## src/bmsa_pkg.sv

```systemverilog
`default_nettype none

package bmsa_pkg;

    localparam int SUM_W     = 48;
    localparam int SQ_W      = 64;
    localparam int COUNT_W   = 32;
    localparam int VALUE_W   = 32;
    localparam int POS_W     = 38;
    localparam int SE_W      = 32;
    localparam int CFG_W     = 16;
    localparam int CFG_IDX_W = 2;
    localparam int DIVD_W    = 128;
    localparam int DIVS_W    = 64;
    localparam int ROOT_W    = 32;

    // Command codes of the input word
    localparam logic [1:0] CMD_ADD     = 2'd0;
    localparam logic [1:0] CMD_READOUT = 2'd1;
    localparam logic [1:0] CMD_CLEAR   = 2'd2;
    localparam logic [1:0] CMD_UNUSED  = 2'd3;

    // Configuration register indexes
    localparam logic [CFG_IDX_W-1:0] REG_DIVISOR_MODE = 2'd0;
    localparam logic [CFG_IDX_W-1:0] REG_RUN_COUNT    = 2'd1;
    localparam logic [CFG_IDX_W-1:0] REG_BINS_IN_USE  = 2'd2;

    typedef struct packed {
        logic signed [SUM_W-1:0] sum;
        logic [SQ_W-1:0]         sum_sq;
        logic [COUNT_W-1:0]      count;
    } bin_entry_t;

    typedef enum logic [3:0] {
        ST_IDLE,
        ST_ADD_READ,
        ST_ADD_WRITE,
        ST_RD_READ,
        ST_RD_LOAD,
        ST_RD_CHECK,
        ST_RD_MEAN,
        ST_RD_SQUARE,
        ST_RD_DIV_VAR,
        ST_RD_DIV_SE,
        ST_RD_SQRT,
        ST_RD_OUT
    } state_t;

endpackage

`default_nettype wire

```

## src/bmsa_div.sv

```systemverilog
`default_nettype none

// Restoring divider, one quotient bit per cycle over the full dividend.
module bmsa_div (
    input  wire logic                        clk,
    input  wire logic                        rst_n,
    input  wire logic                        start,
    input  wire logic [bmsa_pkg::DIVD_W-1:0] dividend,
    input  wire logic [bmsa_pkg::DIVS_W-1:0] divisor,
    output logic                             done,
    output logic      [bmsa_pkg::DIVD_W-1:0] quotient
);

    localparam int STEPS  = bmsa_pkg::DIVD_W;
    localparam int CNT_W  = $clog2(STEPS);
    localparam int DS_W   = bmsa_pkg::DIVS_W;

    logic [bmsa_pkg::DIVD_W-1:0] work_reg;
    logic [DS_W-1:0]             rem_reg;
    logic [DS_W-1:0]             div_reg;
    logic [CNT_W-1:0]            count_reg;
    logic                        busy_reg;
    logic                        done_reg;
    logic [DS_W:0]               shifted;
    logic [DS_W:0]               diff;
    logic                        ge;

    always_comb
    begin
        shifted = {rem_reg, work_reg[bmsa_pkg::DIVD_W-1]};
        diff    = shifted - {1'b0, div_reg};
        ge      = (shifted >= {1'b0, div_reg});
    end

    always_ff @(posedge clk or negedge rst_n)
    begin
        if (!rst_n)
        begin
            busy_reg  <= 1'b0;
            done_reg  <= 1'b0;
            count_reg <= '0;
        end
        else if (start)
        begin
            busy_reg  <= 1'b1;
            done_reg  <= 1'b0;
            count_reg <= '0;
        end
        else if (busy_reg)
        begin
            count_reg <= count_reg + 1'b1;
            if (count_reg == CNT_W'(STEPS - 1))
            begin
                busy_reg <= 1'b0;
                done_reg <= 1'b1;
            end
        end
        else
        begin
            done_reg <= 1'b0;
        end
    end

    always_ff @(posedge clk)
    begin
        if (start)
        begin
            work_reg <= dividend;
            rem_reg  <= '0;
            div_reg  <= divisor;
        end
        else if (busy_reg)
        begin
            rem_reg  <= ge ? diff[DS_W-1:0] : shifted[DS_W-1:0];
            work_reg <= {work_reg[bmsa_pkg::DIVD_W-2:0], ge};
        end
    end

    assign done     = done_reg;
    assign quotient = work_reg;

endmodule

`default_nettype wire

```

## config.mk

```make
export PLATFORM = sky130hd
export DESIGN_NAME = bmsa_div
export DESIGN_NICKNAME = d
export VERILOG_FILES = /design/src/bmsa_pkg.sv /design/src/bmsa_div.sv
export SDC_FILE = /design/constraint.sdc
export NUM_CORES = 1
export LEC_CHECK = 0
export BUFFER_PORTS_ARGS = -buffer_cell sky130_fd_sc_hd__buf_2
export CAP_MARGIN = 20
export CORE_MARGIN = 2
export CORE_UTILIZATION = 30
export CTS_CLUSTER_SIZE = 30
export DETAILED_ROUTE_END_ITERATION = 16
export REMOVE_ABC_BUFFERS = 1
export SLEW_MARGIN = 10
export SYNTH_ARGS = -nofsm -noshare
export SYNTH_HDL_FRONTEND = slang
export SYNTH_SLANG_ARGS = --single-unit
```

## constraint.sdc

```tcl
create_clock -name clk -period 4.6 [get_ports clk]
set_input_delay 0.23 -clock clk [delete_from_list [all_inputs] [get_ports clk]]
set_output_delay 0.23 -clock clk [all_outputs]
set_load 0.01 [all_outputs]
```

# == Word-level counts from Yosys, hierarchy flattened ==
# Index checks and enable logic that the tools add are counted.
# word_totals
output_inout_bits,129
reg_bits,265
in_bits,195
# classes
magnitude_cmp,1
n_eq_ne,2
muxes,11
addsub,2
n_reduce_logical,1
# op_table
cell,n
$mux 128,2
$ge 65x64->1,1
$mux 64,1
$sub 64x64->64,1
$mux 7,2
$add 7x1->7 const B,1
$eq 7x7->1 const B,1
$mux 1,6
$ne 3x2->1 const B,1
$reduce_bool 2->1,1

# == Depth between registers and ports, before layout ==
# depth
word_depth,4
mapped_depth,15

# == Worst setup path before layout ==
# OpenSTA, ideal clock, no wires.
# synth_timing
path_kind,register -> register
from,"reg work_reg, in the netlist quotient[127]"
to,reg rem_reg[58]
setup_ps,70
path_stages_with_launch,15
period_less_slack_ps,3251
t_arrival_ps,3181
path_slack_ps,1349
cell_sequence,edfxtp_1 inv_1 ha_1 inv_1 fa_1 a211oi_1 o21bai_1 a21oi_2 o21a_1 o211ai_2 a2111oi_2 nor3_2 o21bai_1 mux2_1 a21oi_1
# synth_between
elab_chain_cells,2
word_cells_on_any_way,3
# synth_lines
item,line_no,text
"start, declared",bmsa_div.sv:18,logic [bmsa_pkg::DIVD_W-1:0] work_reg;
"start signal, assigned",bmsa_div.sv:68,work_reg <= dividend;
"start signal, assigned",bmsa_div.sv:75,"work_reg <= {work_reg[bmsa_pkg::DIVD_W-2:0], ge};"
$sub 64x64->64 / $ge 65x64->1 (equally long branches),"bmsa_div.sv:31, bmsa_div.sv:32",
$mux 64 (*),bmsa_div.sv:74,rem_reg <= ge ? diff[DS_W-1:0] : shifted[DS_W-1:0];
"end signal, assigned",bmsa_div.sv:74,
"end, declared",bmsa_div.sv:19,logic [DS_W-1:0] rem_reg;
# Mark *: on every way between the ends. The rest lies on a longest branch, timed or not.
# A chain may end at the register's enable or synchronous reset.

# == Worst setup path in the final report ==
# Ends and elaborated chain as after synthesis.

==> flow_summary.ini <==
[global_routing]
met2_usage_pct = 30.47
grt.total_usage_pct = 17.54
global_route.usage.met3_pct = 3.651
antenna_found_initial = 5
grt_max_degree = 130
grt_overflow = 0
grt_pass1_wl_um = 71340
use_met1_pct = 21.44
grt_pass1_vias = 12701
busiest_layer = met2

[clock_tree]
cts_resized = 0
cts_root_buf = clkbuf_16
clk_latency_ns = 0.58
cts_tree = yes
cts_setup_buffers = 0
ctsHtreeMaxLevel = 1
cts.sinks = 265
numCtsBuffers = 31
clk_path_buf_depth = 3
clk_pin_slew_worst_paths_ns = 0.06

[power]
ir_drop_mv = 0.3684
power_density_mw_per_mm2 = 516.9
p_leak_nw = 8.512

[floorplanning]
start_util_pct = 30.52
die_area_sq_mm = 0.05181
die_x_um = 227.6
boundaryPins = 324
num_rows = 81
core-area_sq_mm = 0.04915
die_y_um = 227.6

[worst_hold_path]
hold_path_class = primary input to asynchronous set/reset pin

[cells_and_area]
final_util_pct = 40.76
largest_reg_flops = 128
syn_to_final_growth_pct = 33.56
nets = 2111
fillCellCount = 4749
post_route_cells_drive_above_1_share_pct = 29.79
antenna_cells = 0

[place]
gp_congestion = 0.8881
portBuffers = 323
dpl_worst_slack_ns = 0.8721
dp_hpwl_um = 32530

[timing]
rsz0062_at_grt = no
period_share_pct = 82.17
skew_ns = 0.01287
drv_slew = 0
timing.slew.headroom_pct = 34.47
setup_viol = 0
tightestPinTransition_ns = 0.9829
max_freq_mhz = 264.6
finalWorstSetupSlack_ns = 0.8203
finalHoldViolCount = 0
period_needed_ns = 3.780

[yosys]
synthCells = 1383
yosys.area_share.xor_xnor_pct = 3.269
synth.avg_cell_area_sq_um = 10.85
syn-cell-area_sq_mm = 0.01500
yosys_warnings = 0
ys.flop_type = edfxtp_1
synth_edf_count = 192
ys_types = 79
synth_compound_area_share_pct = 15.77
synth_mux_area_share_pct = 11.63
yosys.area_share.simple_pct = 10.28
synth_top_family_by_area = compound AO/OA/AOI/OAI gates
yosysSeqAreaShare_pct = 48.47
synth-seq-cells = 265
async_reset_ff_share_pct = 3.396
synthAdderAreaFrac_pct = 5.555

[setup_path]
startpoint_type = register
r2r.worst_path.cells = 14
crit_path_end_kind = register
crit_required_ns = 5.10
max_stage_delay_ns = 0.55
worstPathArrival_ns = 4.28
path_cells = inv_1, ha_1, inv_1, fa_1, a211oi_1, o21bai_1, a21oi_2, o21a_1, o211ai_2, a2111oi_2, nor3_2, o21bai_1, mux2_1, a21oi_1
cp_max_fo = 4
crit_type = register to register
cp_slowest_cell = a2111oi_2

[routing]
via_count = 12383
wire_per_inst_um = 18.19
ant_nets = 0
drt_first_pass_iters = 5
viasPerCell = 4.881
drt_iter0_drc = 605
drc = 0
wl_um = 46150

[flow_run]
cap_violations = 0

[status]
outcome = finished clean
## critical path: cells and delay by family, from the launching register on
kind	cells	cell delay, ns
adders and majority gates	2	0.57
muxes	1	0.34
buffers and inverters	2	0.13
and+or+nand+nor	1	0.15
DFF	1	0.40
AOI/OAI and AO/OA	8	2.12
## cell usage in the layout, fill, tap and decap left out, types with 8 or more instances in the layout
cell type	count
edfxtp_1	192
a21o_1	26
a21oi_1	120
o21bai_1	19
clkbuf_16	31
mux2i_1	27
xor2_1	26
nor2_1	139
nand2_1	69
inv_1	83
a211oi_1	40
o21ai_0	43
ha_1	65
nand3_1	15
mux2_2	129
buf_2	322
dfrtp_1	8
buf_4	8
xnor2_1	30
dfxtp_1	64
dlygate4sd3_1	190
a211oi_2	22
nand2b_1	10
nor3_1	9
o21ai_1	10
nand4_1	31
## power breakdown
part / internal [W] / switching (W) / leakage [nW]
Sequential: 0.00303 / 0.000326 / 2.62
Combinational: 0.00192 / 0.00257 / 5.40
Clock: 0.00147 / 0.00104 / 0.491
Total: 0.00642 / 0.00393 / 8.51
## per-layer routing
metal / vias to the layer above / wire length [um]
li1: 6012 / -
met1: 5885 / 19080
met2: 388 / 22700
met3: 88 / 2689
met4: 10 / 1616
met5: - / 60
## Yosys cell counts (all sizes together) (11+ instances only)
master	number	area (sq um)
ha	65	813.3
o21ai	53	265.3
inv	83	311.6
dfxtp	64	1281
edfxtp	192	5766
xnor2	30	262.8
a211oi	62	575.6
mux2i	27	270.3
a21oi	125	644.4
nand2	69	259.0
buf	44	271.5
clkbuf	45	168.9
nand4	31	193.9
nor3	11	65.06
nand3	17	95.09
mux2	131	1475
xor2	26	227.7
o21bai	19	142.6
nor2	140	528.0
a21o	26	195.2
## kinds of logic after synthesis
logic type / count (synthesis)
XOR/XNOR: 56
flip-flops: 265
adder cells (fa/ha/maj): 66
buffers and inverters: 172
AO/OA/AOI/OAI: 342
AND/OR/NAND/NOR: 324
multiplexers: 158
## through the flow
stage                     area [sq um]  std cells  hold slack, ns  power [W]  setup TNS (ns)
final                            20040       2537         0.02681    0.01036               0
after global routing             20040       2537         0.01136    0.01107               0
after CTS                        20030       2536        0.001290    0.01041               0
after detailed placement         17130       2291         0.09731   0.007712               0
after global placement           17130       2291         0.09139   0.007673               0
after floorplan                  14560       1294        -0.06559   0.006543          -15.84
## final timing paths
kind                               startpoint  slack, ns           end
worst max-delay path            quotient[127]       0.82   rem_reg[58]
worst min-delay path                    rst_n       0.03  count_reg[0]
worst max register to register  quotient[127]       0.82   rem_reg[58]
worst min register to register    rem_reg[24]       0.50   rem_reg[24]
max in group asynchronous               rst_n       4.37      busy_reg
min in group clk                 dividend[12]       0.03  quotient[12]
## final cells by class
cell class,instances,area (sq um),share of cell area [%]
multi-input cells,946,6980,34.84
inverters,83,311.5,1.555
clock buffers,39,815.8,4.071
well taps,664,830.8,4.146
flip-flops and latches,265,7276,36.31
repair buffers,523,3628,18.11
clock inverters,17,193.9,0.9679
## repair_timing
item                                    CTS  global route
endpoints found under the setup margin    0             0
hold buffers                            189             1
endpoints found under the hold margin   197             1
No activity file was read; power rests on OpenSTA's default activity.
