==> src/bmsa_pkg.sv <==
`default_nettype none

package bmsa_pkg;

    localparam int SUM_W     = 48;
    localparam int SQ_W      = 64;
    localparam int COUNT_W   = 32;
    localparam int VALUE_W   = 32;
    localparam int POS_W     = 38;
    localparam int SE_W      = 32;
    localparam int CFG_W     = 16;
    localparam int CFG_IDX_W = 2;
    localparam int DIVD_W    = 128;
    localparam int DIVS_W    = 64;
    localparam int ROOT_W    = 32;

    // Command codes of the input word
    localparam logic [1:0] CMD_ADD     = 2'd0;
    localparam logic [1:0] CMD_READOUT = 2'd1;
    localparam logic [1:0] CMD_CLEAR   = 2'd2;
    localparam logic [1:0] CMD_UNUSED  = 2'd3;

    // Configuration register indexes
    localparam logic [CFG_IDX_W-1:0] REG_DIVISOR_MODE = 2'd0;
    localparam logic [CFG_IDX_W-1:0] REG_RUN_COUNT    = 2'd1;
    localparam logic [CFG_IDX_W-1:0] REG_BINS_IN_USE  = 2'd2;

    typedef struct packed {
        logic signed [SUM_W-1:0] sum;
        logic [SQ_W-1:0]         sum_sq;
        logic [COUNT_W-1:0]      count;
    } bin_entry_t;

    typedef enum logic [3:0] {
        ST_IDLE,
        ST_ADD_READ,
        ST_ADD_WRITE,
        ST_RD_READ,
        ST_RD_LOAD,
        ST_RD_CHECK,
        ST_RD_MEAN,
        ST_RD_SQUARE,
        ST_RD_DIV_VAR,
        ST_RD_DIV_SE,
        ST_RD_SQRT,
        ST_RD_OUT
    } state_t;

endpackage

`default_nettype wire

==> src/bmsa_sqrt.sv <==
`default_nettype none

// Digit-by-digit integer square root, one root bit per cycle.
module bmsa_sqrt (
    input  wire logic                          clk,
    input  wire logic                          rst_n,
    input  wire logic                          start,
    input  wire logic [2*bmsa_pkg::ROOT_W-1:0] radicand,
    output logic                               done,
    output logic      [bmsa_pkg::ROOT_W-1:0]   root
);

    localparam int RW    = bmsa_pkg::ROOT_W;
    localparam int CNT_W = $clog2(RW);
    localparam int REM_W = RW + 2;

    logic [2*RW-1:0]  rad_reg;
    logic [REM_W-1:0] rem_reg;
    logic [RW-1:0]    root_reg;
    logic [CNT_W-1:0] count_reg;
    logic             busy_reg;
    logic             done_reg;
    logic [REM_W+1:0] shifted;
    logic [REM_W+1:0] trial;
    logic [REM_W+1:0] diff;
    logic             ge;

    always_comb
    begin
        shifted = {rem_reg, rad_reg[2*RW-1:2*RW-2]};
        trial   = {2'b00, root_reg, 2'b01};
        diff    = shifted - trial;
        ge      = (shifted >= trial);
    end

    always_ff @(posedge clk or negedge rst_n)
    begin
        if (!rst_n)
        begin
            busy_reg  <= 1'b0;
            done_reg  <= 1'b0;
            count_reg <= '0;
        end
        else if (start)
        begin
            busy_reg  <= 1'b1;
            done_reg  <= 1'b0;
            count_reg <= '0;
        end
        else if (busy_reg)
        begin
            count_reg <= count_reg + 1'b1;
            if (count_reg == CNT_W'(RW - 1))
            begin
                busy_reg <= 1'b0;
                done_reg <= 1'b1;
            end
        end
        else
        begin
            done_reg <= 1'b0;
        end
    end

    always_ff @(posedge clk)
    begin
        if (start)
        begin
            rad_reg  <= radicand;
            rem_reg  <= '0;
            root_reg <= '0;
        end
        else if (busy_reg)
        begin
            rad_reg  <= {rad_reg[2*RW-3:0], 2'b00};
            rem_reg  <= ge ? diff[REM_W-1:0] : shifted[REM_W-1:0];
            root_reg <= {root_reg[RW-2:0], ge};
        end
    end

    assign done = done_reg;
    assign root = root_reg;

endmodule

`default_nettype wire

==> config.mk <==
export PLATFORM = sky130hd
export DESIGN_NAME = bmsa_sqrt
export DESIGN_NICKNAME = d
export VERILOG_FILES = /design/src/bmsa_pkg.sv /design/src/bmsa_sqrt.sv
export SDC_FILE = /design/constraint.sdc
export NUM_CORES = 1
export LEC_CHECK = 0
export BUFFER_PORTS_ARGS = -buffer_cell sky130_fd_sc_hd__buf_2
export CAP_MARGIN = 15
export CELL_PAD_IN_SITES_DETAIL_PLACEMENT = 1
export CELL_PAD_IN_SITES_GLOBAL_PLACEMENT = 1
export CORE_AREA = 5 5 137 139
export DETAILED_ROUTE_END_ITERATION = 7
export DIE_AREA = 0 0 142 144
export PLACE_DENSITY = 0.81
export SYNTH_ARGS = -nofsm -noshare
export SYNTH_HDL_FRONTEND = slang
export SYNTH_SLANG_ARGS = --single-unit
==> constraint.sdc <==
create_clock -name clk -period 3.45 [get_ports clk]
set_clock_uncertainty 0.15 [all_clocks]
set_input_delay 0.1725 -clock clk [delete_from_list [all_inputs] [get_ports clk]]
set_output_delay 0.1725 -clock clk [all_outputs]
set_load 0.005 [all_outputs]
== Yosys cells after proc, flatten, opt, wreduce, memory -nomap -nowiden ==
Index checks and enable logic that the tools add are counted.

* Bits in registers: 137
* Output and inout bits: 33
* Bits of input ports: 67
* Word-level logic and storage cells: 23

* $lt $le $gt $ge: 1
* Mux-type cells: 11
* Equality and inequality tests: 2
* Reductions and logical operators: 1
* $add $sub $neg: 2

{| class="wikitable"
|+ Operators by type and width
! kind !! number
|-
| 2-to-1 mux 64 bit || 2
|-
| >= comparator 36 x 34 -> 1 bit || 1
|-
| 2-to-1 mux 34 bit || 1
|-
| subtractor 34 bit || 1
|-
| 2-to-1 mux 5 bit || 2
|-
| 2-to-1 mux 1 bit || 6
|-
| adder 5 x 1 -> 5 bit, second input constant || 1
|-
| == test 5 bit, second input constant || 1
|-
| != test 3 x 2 -> 1 bit, second input constant || 1
|-
| nonzero test 2 bit || 1
|}

== Logic depth before layout (Yosys ltp) ==
Gate-level depths: netlist of run 1.

* Depth after elaboration: 4
* Depth in mapped cells: 13
* Depth with buffers taken out: 10

== Worst setup path before layout of run 1 ==
OpenSTA, ideal clock, no wires.

* Path type: register -> register
* Start: register root_reg[9] (netlist: root[9])
* End: register rem_reg[24]
* Path buffers: 1
* Required time: 3.212 ns
* Library setup time: 0.088 ns
* Cell stages (with the launch flop): 12
* Clock period less this slack: 2.731 ns
* Slack: 0.719 ns
* Data arrival time: 2.493 ns
* Path through: dfxtp_1 > inv_1 > ha_1 > a21oi_2 > o21ai_2 > a211o_1 > a31o_1 > a211oi_4 > a21oi_4 > buf_6 > or2_1 > a311oi_2

* Cells in the longest elaborated chain, start to end: 2
* Elaborated cells between the ends (all ways): 3
* Classes of those cells: add/sub: 1; order compare: 1; mux: 1

{| class="wikitable"
|+ RTL lines
! element !! RTL line !! text
|-
| start: declaration || bmsa_sqrt.sv:19 || <nowiki>logic [RW-1:0] root_reg;</nowiki>
|-
| start signal: assignment || bmsa_sqrt.sv:77 || <nowiki>root_reg <= {root_reg[RW-2:0], ge};</nowiki>
|-
| subtractor 34 bit or >= comparator 36 x 34 -> 1 bit (tied branches) || bmsa_sqrt.sv:32, bmsa_sqrt.sv:33 ||
|-
| 2-to-1 mux 34 bit * || bmsa_sqrt.sv:76 || <nowiki>rem_reg <= ge ? diff[REM_W-1:0] : shifted[REM_W-1:0];</nowiki>
|-
| end signal: assignment || bmsa_sqrt.sv:76 ||
|-
| end: declaration || bmsa_sqrt.sv:18 || <nowiki>logic [REM_W-1:0] rem_reg;</nowiki>
|}

Every way passes the cells marked *; elsewhere a longest branch is shown, timed or not.
A chain may end at the register's enable or synchronous reset.

== Final worst setup path of run 1 ==
* Start: register root_reg[23] (netlist: root[23])
* End: register rem_reg[3]

* Cells in the longest elaborated chain, start to end: 2

{| class="wikitable"
|+ RTL lines
! element !! RTL line !! text
|-
| >= comparator 36 x 34 -> 1 bit || bmsa_sqrt.sv:33 || <nowiki>ge = (shifted >= trial);</nowiki>
|-
| 2-to-1 mux 34 bit || bmsa_sqrt.sv:76 ||
|}

No other way between the ends.

==> results of run 1 <==
[cell type report]
type / count / area [um2] / area share
multi-input combinational: 533 / 4030 / 0.414
sequential: 137 / 3420 / 0.352
timing repair buffer: 174 / 1250 / 0.129
clock buffer: 17 / 425 / 0.0437
tap: 229 / 287 / 0.0295
inverter: 48 / 180 / 0.0185
clock inverter: 15 / 133 / 0.0136
[worst max-delay path, delay by kind of cell, from the launching register on]
family	cells	cell delay [ns]
buffers and inverters	2	0.31
and+or+nand+nor	4	0.96
DFF	1	0.37
muxes	1	0.14
AOI/OAI and AO/OA	3	0.75
adders and majority gates	1	0.43
[metrics by stage]
stage / cell area [um2] / power, mW
floorplan: 7810 / 5.17
global route: 9730 / 8.49
detailed placement: 8510 / 6.02
finish: 9730 / 8.00
global placement: 8510 / 5.95
CTS: 9730 / 7.90
[cells by family (layout without fill, tap and decap cells)]
kind of cell	after synthesis	count (layout)	synth area share
flip-flops	137	137	0.438
AO/OA/AOI/OAI	156	156	0.147
AND/OR/NAND/NOR	191	191	0.114
buffers and inverters	85	254	0.0466
adder cells (fa/ha/maj)	36	36	0.0577
XOR/XNOR	29	29	0.0325
multiplexers	121	121	0.165
[placed cells by master (no fill, tap or decap), types with 4 or more instances in the layout]
| master | count |
|---|---|
| dfxtp_1 | 66 |
| o21ai_0 | 15 |
| o31ai_1 | 5 |
| buf_4 | 8 |
| dfrtp_1 | 6 |
| a211oi_1 | 16 |
| o21ai_1 | 19 |
| a21oi_1 | 25 |
| xnor2_1 | 21 |
| o22ai_1 | 4 |
| inv_1 | 46 |
| clkinv_4 | 4 |
| xor2_1 | 8 |
| a31o_1 | 4 |
| nand2b_1 | 5 |
| o31a_1 | 4 |
| mux2i_1 | 58 |
| buf_2 | 98 |
| and2_1 | 8 |
| nand2_1 | 49 |
| mux2_2 | 63 |
| ha_1 | 36 |
| a311oi_1 | 6 |
| inv_6 | 5 |
| nor2_1 | 79 |
| o21bai_1 | 5 |
| nand4_1 | 9 |
| clkbuf_16 | 17 |
| or3_1 | 4 |
| nand3_1 | 13 |
| inv_8 | 4 |
| a21o_1 | 13 |
| dlygate4sd3_1 | 66 |
| edfxtp_1 | 64 |
| and3_1 | 6 |
| nor3_1 | 6 |
[metal layers]
layer | vias to the layer above | GRT usage | share of wire
li1 | 3055 | - | -
met1 | 3234 | 0.273 | 0.40
met2 | 155 | 0.430 | 0.51
met3 | 53 | 0.0595 | 0.044
met4 | 0 | 0.115 | 0.039
met5 | - | 0 | 0
[power groups by stage]
| stage | sequential (mW) | combinational, mW | clock, mW |
|---|---|---|---|
| finish | 2.14 | 4.07 | 1.79 |
| global route | 2.16 | 4.43 | 1.90 |
| CTS | 2.12 | 4.00 | 1.78 |
| detailed placement | 2.15 | 3.87 | 0 |
| global placement | 2.14 | 3.81 | 0 |
| floorplan | 2.09 | 3.08 | 0 |
[path summary, 6_finish.rpt]
kind,to,cells after the start
setup / recovery,rem_reg[3],11
hold / removal,root[31],2
setup reg to reg,rem_reg[3],11
hold reg to reg,rem_reg[9],2
max in group asynchronous,busy_reg,3
min in group asynchronous,done,3
==> impl_metrics.tcl, run 1 <==
set metrics [dict create \
    ys_top_cells_by_count "nor2_1, dfxtp_1, edfxtp_1" \
    gp_congestion 0.860 \
    area_growth_pct 24.5 \
    power_frac_seq 0.268 \
    yosysTopAreaCellShare 0.246 \
    p_int_mw 4.68 \
    hold_path_class "in -> reg" \
    path_max_fanout 32 \
    fin_nets 1014 \
    drive_gt1_frac 0.244 \
    ios 100 \
    finalCriticalPeriod_ns 3.25 \
    detail-route-antenna-nets 0 \
    fin_tns_setup_ns 0 \
    ys_ff_latch 137 \
    finalWorstSetupSlack_ns 0.199 \
    arrival_ns 3.39 \
    n_fill_cell 1934 \
    io_buffers 99 \
    synth_area_leader_cell "edfxtp_1" \
    start_util 0.445 \
    p_leak_nw 4.35 \
    dp_hpwl_um 14200 \
    wirelength_um 24100 \
    worst_setup_path_start_kind "flop" \
    peakVddDrop_v 0.000471 \
    antenna_found_initial 0 \
    period_share 0.942 \
    die_w_um 142 \
    slew-limit-headroom 0.441 \
    slowest_stage "ha_1" \
    diodes 0 \
    grt_pass1_wl_um 38200 \
    dp_slack_ns 0.389 \
    worstPathRequired_ns 3.59 \
    cts_root_buf "clkbuf_16" \
    rsz0062_at_grt "no" \
    syn_nets 858 \
    setup_viol 0 \
    clock_power_share 0.224 \
    avgSynthCellArea_um2 10.3 \
    cts_setup_buffers 0 \
    cp-startpoint "root[23]" \
    cts_sinks 137 \
    cts_hold_buf 66 \
    fp.dieH_um 144 \
    switchingPower_mw 3.31 \
    dp_cells 1055 \
    crit_type "reg -> reg" \
    grt_max_degree 65 \
    largest_reg_flops 64 \
    crit_chain "inv_1 > ha_1 > and3_1 > nand4_2 > nor3_2 > nor4b_4 > a211oi_4 > a21oi_4 > buf_12 > mux2i_1 > a211oi_1" \
    fin_hold_ws_ns 0.143 \
    cts_tree "built" \
    power_switching_share 0.414 \
    grt-ovfl-total 0 \
    power_per_cell_area_nw_per_um2 822 \
    synth-async-reset-ratio 0.0511 \
    via_count 6497 \
    final_cells 1153 \
    status "complete, no violations" \
    endpoint_kind "flop" \
    fmaxAchievable_ghz 0.308 \
    synth_cell_types 68 \
    dr.pass1.iters 4 \
    path_clk_slew_ns 0.07 \
    rr_startpoint "root[23]" \
    fin_util 0.555 \
    hold_viol_final 0 \
    placementRows 49 \
    synthFlopType "dfxtp_1" \
    syn_inst 755 \
    ff2ff_setup_slack_ns 0.20 \
    pwr-share-comb 0.509 \
    clk_latency_ns 0.43 \
    htreeDepth 4 \
    tightest_slew_ns 0.835 \
    drc 0 \
    yosysMostFrequentCell "nor2_1" \
    slew_viol_final 0 \
    synth_edf_count 64 \
    cts_buffers 17 \
    dr.first_iter.drc_count 323 \
    netlist_area_um2 7810 \
    die_area_um2 20400 \
    ys_warn_count 0 \
    avgRoutedWirePerCell_um 20.9 \
    post_drt_via_cell_ratio 5.63 \
    slowest_delay_ns 0.43 \
    ys_seq_area_frac 0.438 \
    hold_start "start" \
    cts_max_path_buffers 2 \
    grt_pass1_vias 6979 \
    grt_util_all_layers 0.242 \
    coreArea_um2 17500 \
    synth_area_leaders "edfxtp_1, dfxtp_1, mux2_2" \
    cts_resized 0 \
    drv_cap 0 \
]
Power figures use the tool's default switching activity.
==> run 2: changes to the inputs <==
--- a/config.mk
+++ b/config.mk
@@ -5,7 +5,7 @@
 export SDC_FILE = /design/constraint.sdc
 export NUM_CORES = 1
 export LEC_CHECK = 0
-export BUFFER_PORTS_ARGS = -buffer_cell sky130_fd_sc_hd__buf_2
+export BUFFER_PORTS_ARGS = -buffer_cell sky130_fd_sc_hd__clkbuf_2
 export CAP_MARGIN = 15
 export CELL_PAD_IN_SITES_DETAIL_PLACEMENT = 1
 export CELL_PAD_IN_SITES_GLOBAL_PLACEMENT = 1
==> impl_metrics.tcl, run 2 (same netlist as run 1, synthesis figures left out) <==
set metrics [dict create \
    cts_tree "built" \
    coreArea_um2 17500 \
    detail-route-antenna-nets 0 \
    worst-path-buf-inv 1 \
    path_max_fanout 5 \
    fp.dieH_um 144 \
    final_cells 1152 \
    grt-ovfl-total 0 \
    grt_max_degree 72 \
    slew-limit-headroom 0.337 \
    gp_congestion 0.851 \
    cts_root_buf "clkbuf_16" \
    multi_input_area_um2 4030 \
    dp_cells 1054 \
    rsz0062_at_grt "no" \
    drive_gt1_frac 0.244 \
    die_w_um 142 \
    slew_viol_final 0 \
    finalWorstSetupSlack_ns 0.351 \
    endpoint_kind "flop" \
    fin_hold_ws_ns 0.103 \
    clock_power_share 0.237 \
    status "complete, no violations" \
    diodes 0 \
    grt_pass1_vias 7029 \
    ff2ff_setup_slack_ns 0.35 \
    cts_buffers 17 \
    hold_path_class "in -> reg" \
    critPathTopFamily "compound AO/OA/AOI/OAI gates" \
    reg2regPathDepth 10 \
    hold_viol_final 0 \
    antenna_found_initial 0 \
    setup_viol 0 \
    wirelength_um 24100 \
    grt_pass1_wl_um 38100 \
    crit_chain "inv_1 > ha_1 > o21ai_1 > a22oi_2 > a211oi_1 > nor3_2 > o21ai_2 > o41ai_1 > mux2i_1 > a31o_1" \
    dr.first_iter.drc_count 271 \
    clk_latency_ns 0.45 \
    fin_nets 1013 \
    cts_setup_buffers 0 \
    regArea_um2 3420 \
    area_growth_pct 25.2 \
    finalCriticalPeriod_ns 3.10 \
    p_leak_nw 4.35 \
    power_switching_share 0.414 \
    via_count 6432 \
    hold_start "start" \
    io_buffers 99 \
    path_clk_slew_ns 0.07 \
    hold_depth 2 \
    placementRows 49 \
    grt_util_all_layers 0.239 \
    htreeDepth 4 \
    fin_util 0.558 \
    slowest_stage "o41ai_1" \
    power_mw 8.07 \
    place_area_um2 8500 \
    power_per_cell_area_nw_per_um2 824 \
    ios 100 \
    arrival_ns 3.28 \
    dr.pass1.iters 4 \
    reg2reg_to "rem_reg[33]" \
    fmaxAchievable_ghz 0.323 \
    start_util 0.445 \
    peakVddDrop_v 0.000475 \
    drv_cap 0 \
    cts_sinks 137 \
    avgRoutedWirePerCell_um 20.9 \
    cts_max_path_buffers 2 \
    slowest_delay_ns 0.52 \
    hold_end "root[30]" \
    n_fill_cell 1952 \
    worst_setup_path_start_kind "flop" \
    dp_hpwl_um 14000 \
    post_drt_via_cell_ratio 5.58 \
    final_cell_mix "clkbuf_2, nor2_1, dlygate4sd3_1, dfxtp_1, edfxtp_1" \
    dp_slack_ns 0.385 \
    largest_reg_flops 64 \
    drc 0 \
    p_int_mw 4.73 \
    switchingPower_mw 3.34 \
    fin_tns_setup_ns 0 \
    tightest_slew_ns 0.994 \
    worstPathRequired_ns 3.63 \
    postLayoutCellArea_um2 9780 \
    crit_cells 10 \
    pwr-share-comb 0.498 \
    die_area_um2 20400 \
    power_frac_seq 0.265 \
    rr_startpoint "root[1]" \
    period_share 0.898 \
    final_common_cell "clkbuf_2" \
    crit_type "reg -> reg" \
]
==> run 2: cell count changes in the layout (fill, tap and decap cells not counted), moves of 3 or more <==
cell,before,now
inv_6,5,2
buf_2,98,0
clkinv_8,0,6
clkbuf_2,0,98
clkinv_4,4,1
==> run 2: worst register-to-register path, stage by stage, from the launching register on <==
cell      delay, ns
dfxtp_1        0.43
inv_1          0.08
ha_1           0.38
o21ai_1        0.10
a22oi_2        0.32
a211oi_1       0.17
nor3_2         0.30
o21ai_2        0.18
o41ai_1        0.52
mux2i_1        0.15
a31o_1         0.23
==> run 2: what timing repair did <==
item	4_1_cts	5_1_grt
setup endpoints to repair	0	0
hold buffers	66	0
endpoints found under the hold margin	71	0
resized for setup	0	0
==> run 2: how the worst max path moves through the flow <==
stage | start | endpoint | slack (ns)
finish | root[1] | rem_reg[33] | 0.35
global route | root[6] | rem_reg[33] | 0.11
CTS | root[15] | rem_reg[10] | 0.35
detailed placement | root[11] | rem_reg[10] | 0.38
global placement | root[17] | rem_reg[10] | 0.44
floorplan | root[9] | rem_reg[24] | 0.72
==> run 2: final cells by class <==
cell class,count,area share
clock buffers,17,0.0435
clock inverters,15,0.0201
inverters,48,0.0184
multi-input cells,533,0.412
flip-flops and latches,137,0.350
well taps,229,0.0293
repair buffers,173,0.127
==> run 2: power groups by stage <==
stage / Clock (mW) / Sequential (mW) / Combinational [mW]
finish: 1.91 / 2.14 / 4.02
global route: 2.01 / 2.16 / 4.40
CTS: 1.90 / 2.12 / 3.97
detailed placement: 0 / 2.15 / 3.85
global placement: 0 / 2.13 / 3.79
floorplan: 0 / 2.09 / 3.08
==> run 2: per-layer routing <==
layer,share of wire,track usage,vias up
met5,0,0,-
met4,0.034,0.101,0
met3,0.042,0.0552,52
met2,0.51,0.421,135
met1,0.42,0.281,3176
li1,-,-,3069
==> run 3: changes to the inputs <==
--- a/config.mk
+++ b/config.mk
@@ -13,6 +13,7 @@
 export DETAILED_ROUTE_END_ITERATION = 7
 export DIE_AREA = 0 0 142 144
 export PLACE_DENSITY = 0.81
+export REMOVE_ABC_BUFFERS = 1
 export SYNTH_ARGS = -nofsm -noshare
 export SYNTH_HDL_FRONTEND = slang
 export SYNTH_SLANG_ARGS = --single-unit
==> impl_metrics.tcl, run 3 (same netlist as run 1, synthesis figures left out) <==
set metrics [dict create \
    crit_type "reg -> reg" \
    fin_tns_setup_ns 0 \
    avgRoutedWirePerCell_um 19.8 \
    grt-ovfl-total 0 \
    cts_root_buf "clkbuf_16" \
    hold_start "rem_reg[19]" \
    grt_pass1_wl_um 36900 \
    io_buffers 99 \
    ff2ff_setup_slack_ns 0.27 \
    die_area_um2 20400 \
    ios 100 \
    dr.pass1.iters 5 \
    cts_tree "built" \
    final_common_cell "clkbuf_2" \
    n_fill_cell 1992 \
    reg2regPathDepth 12 \
    final_cells 1157 \
    antenna_found_initial 0 \
    gp_congestion 0.902 \
    endpoint_kind "flop" \
    hold_path_class "reg -> reg" \
    path_max_fanout 22 \
    clk_latency_ns 0.43 \
    finalCriticalPeriod_ns 3.18 \
    start_util 0.445 \
    worst_setup_path_start_kind "flop" \
    fin_nets 1018 \
    fin_util 0.555 \
    highest_layer "met4" \
    finalWorstSetupSlack_ns 0.272 \
    cts_sinks 137 \
    postLayoutCellArea_um2 9730 \
    wirelength_um 22900 \
    detail-route-antenna-nets 0 \
    post_drt_via_cell_ratio 5.49 \
    place_area_um2 8530 \
    hold_end "rem_reg[19]" \
    fmaxAchievable_ghz 0.315 \
    drc 0 \
    cts_buffers 17 \
    power_per_cell_area_nw_per_um2 810 \
    status "complete, no violations" \
    dp_cells 1058 \
    die_w_um 142 \
    fin_hold_ws_ns 0.322 \
    setup_viol 0 \
    p_leak_nw 4.32 \
    tightest_slew_ns 0.904 \
    arrival_ns 3.37 \
    dr.first_iter.drc_count 298 \
    area_growth_pct 24.6 \
    dp_slack_ns 0.282 \
    slew-limit-headroom 0.398 \
    dp_hpwl_um 14400 \
    final_cell_mix "clkbuf_2, nor2_1, dlygate4sd3_1" \
    slew_viol_final 0 \
    peakVddDrop_v 0.000413 \
    grt_util_all_layers 0.230 \
    via_count 6357 \
    placementRows 49 \
    grt_pass1_vias 6845 \
    hold_viol_final 0 \
    htreeDepth 4 \
    wl_met3_um 1080 \
    power_mw 7.89 \
    wl_met2_um 11500 \
    hold_depth 2 \
    diodes 0 \
    rr_startpoint "root[21]" \
    grt_max_degree 66 \
    drive_gt1_frac 0.244 \
    largest_reg_flops 64 \
    drv_cap 0 \
    met1_length_um 9770 \
    rsz0062_at_grt "no" \
    coreArea_um2 17500 \
    cts_setup_buffers 0 \
    period_share 0.921 \
    reg2reg_to "rem_reg[24]" \
    fp.dieH_um 144 \
    worstPathRequired_ns 3.64 \
    cts_max_path_buffers 2 \
    path_clk_slew_ns 0.06 \
]
-- run 3: cell types whose count changed in the layout (fill, tap and decap cells not counted), sizes merged --
cell / change
buf: +4
dlygate4sd3: +1
clkinv: -2
clkinvlp: +4
clkbuf: +2
inv: -4
-- run 3: final cells by class --
class	instances	area (um2)	share of cell area
Clock inverter	13	97.6	0.0100
Clock buffer	19	433	0.0445
Multi-Input combinational cell	533	4030	0.414
Timing Repair Buffer	178	1280	0.132
Tap cell	229	287	0.0294
Sequential cell	137	3420	0.352
Inverter	48	180	0.0185
-- run 3: layer usage --
metal / up-vias / global-route usage
li1: 3067 / -
met1: 3125 / 0.281
met2: 134 / 0.397
met3: 31 / 0.0526
met4: 0 / 0.0843
met5: - / 0
-- run 3: worst max-delay path by stage --
stage	endpoint	startpoint	cells after the start	slack (ns)
after global placement	rem_reg[3]	root[23]	11	0.42
after global routing	rem_reg[30]	root[21]	12	0.05
final	rem_reg[24]	root[21]	12	0.27
after floorplan	rem_reg[22]	busy_reg	4	-1.13
after detailed placement	rem_reg[3]	root[23]	11	0.28
after CTS	rem_reg[3]	root[23]	11	0.25
-- run 3: report_power, final --
group	switching [mW]	internal, mW	total, mW
Sequential	0.159	1.96	2.12
Combinational	2.27	1.79	4.06
Clock	0.781	0.925	1.71
-- run 3: worst max-delay path: stages (launching register included) --
cell,delay [ns]
dfxtp_1,0.38
inv_1,0.06
ha_1,0.41
nand2_1,0.13
o21ai_1,0.31
a31oi_1,0.14
a311oi_1,0.32
buf_4,0.18
a211oi_4,0.05
a21oi_4,0.19
buf_4,0.32
nand4_1,0.16
a311oi_2,0.28
-- run 3: what timing repair did --
action                                  4_1_cts  5_1_grt
endpoints found under the hold margin        80        0
gates resized for setup                       0        1
endpoints found under the setup margin        0        1
hold buffers                                 67        0
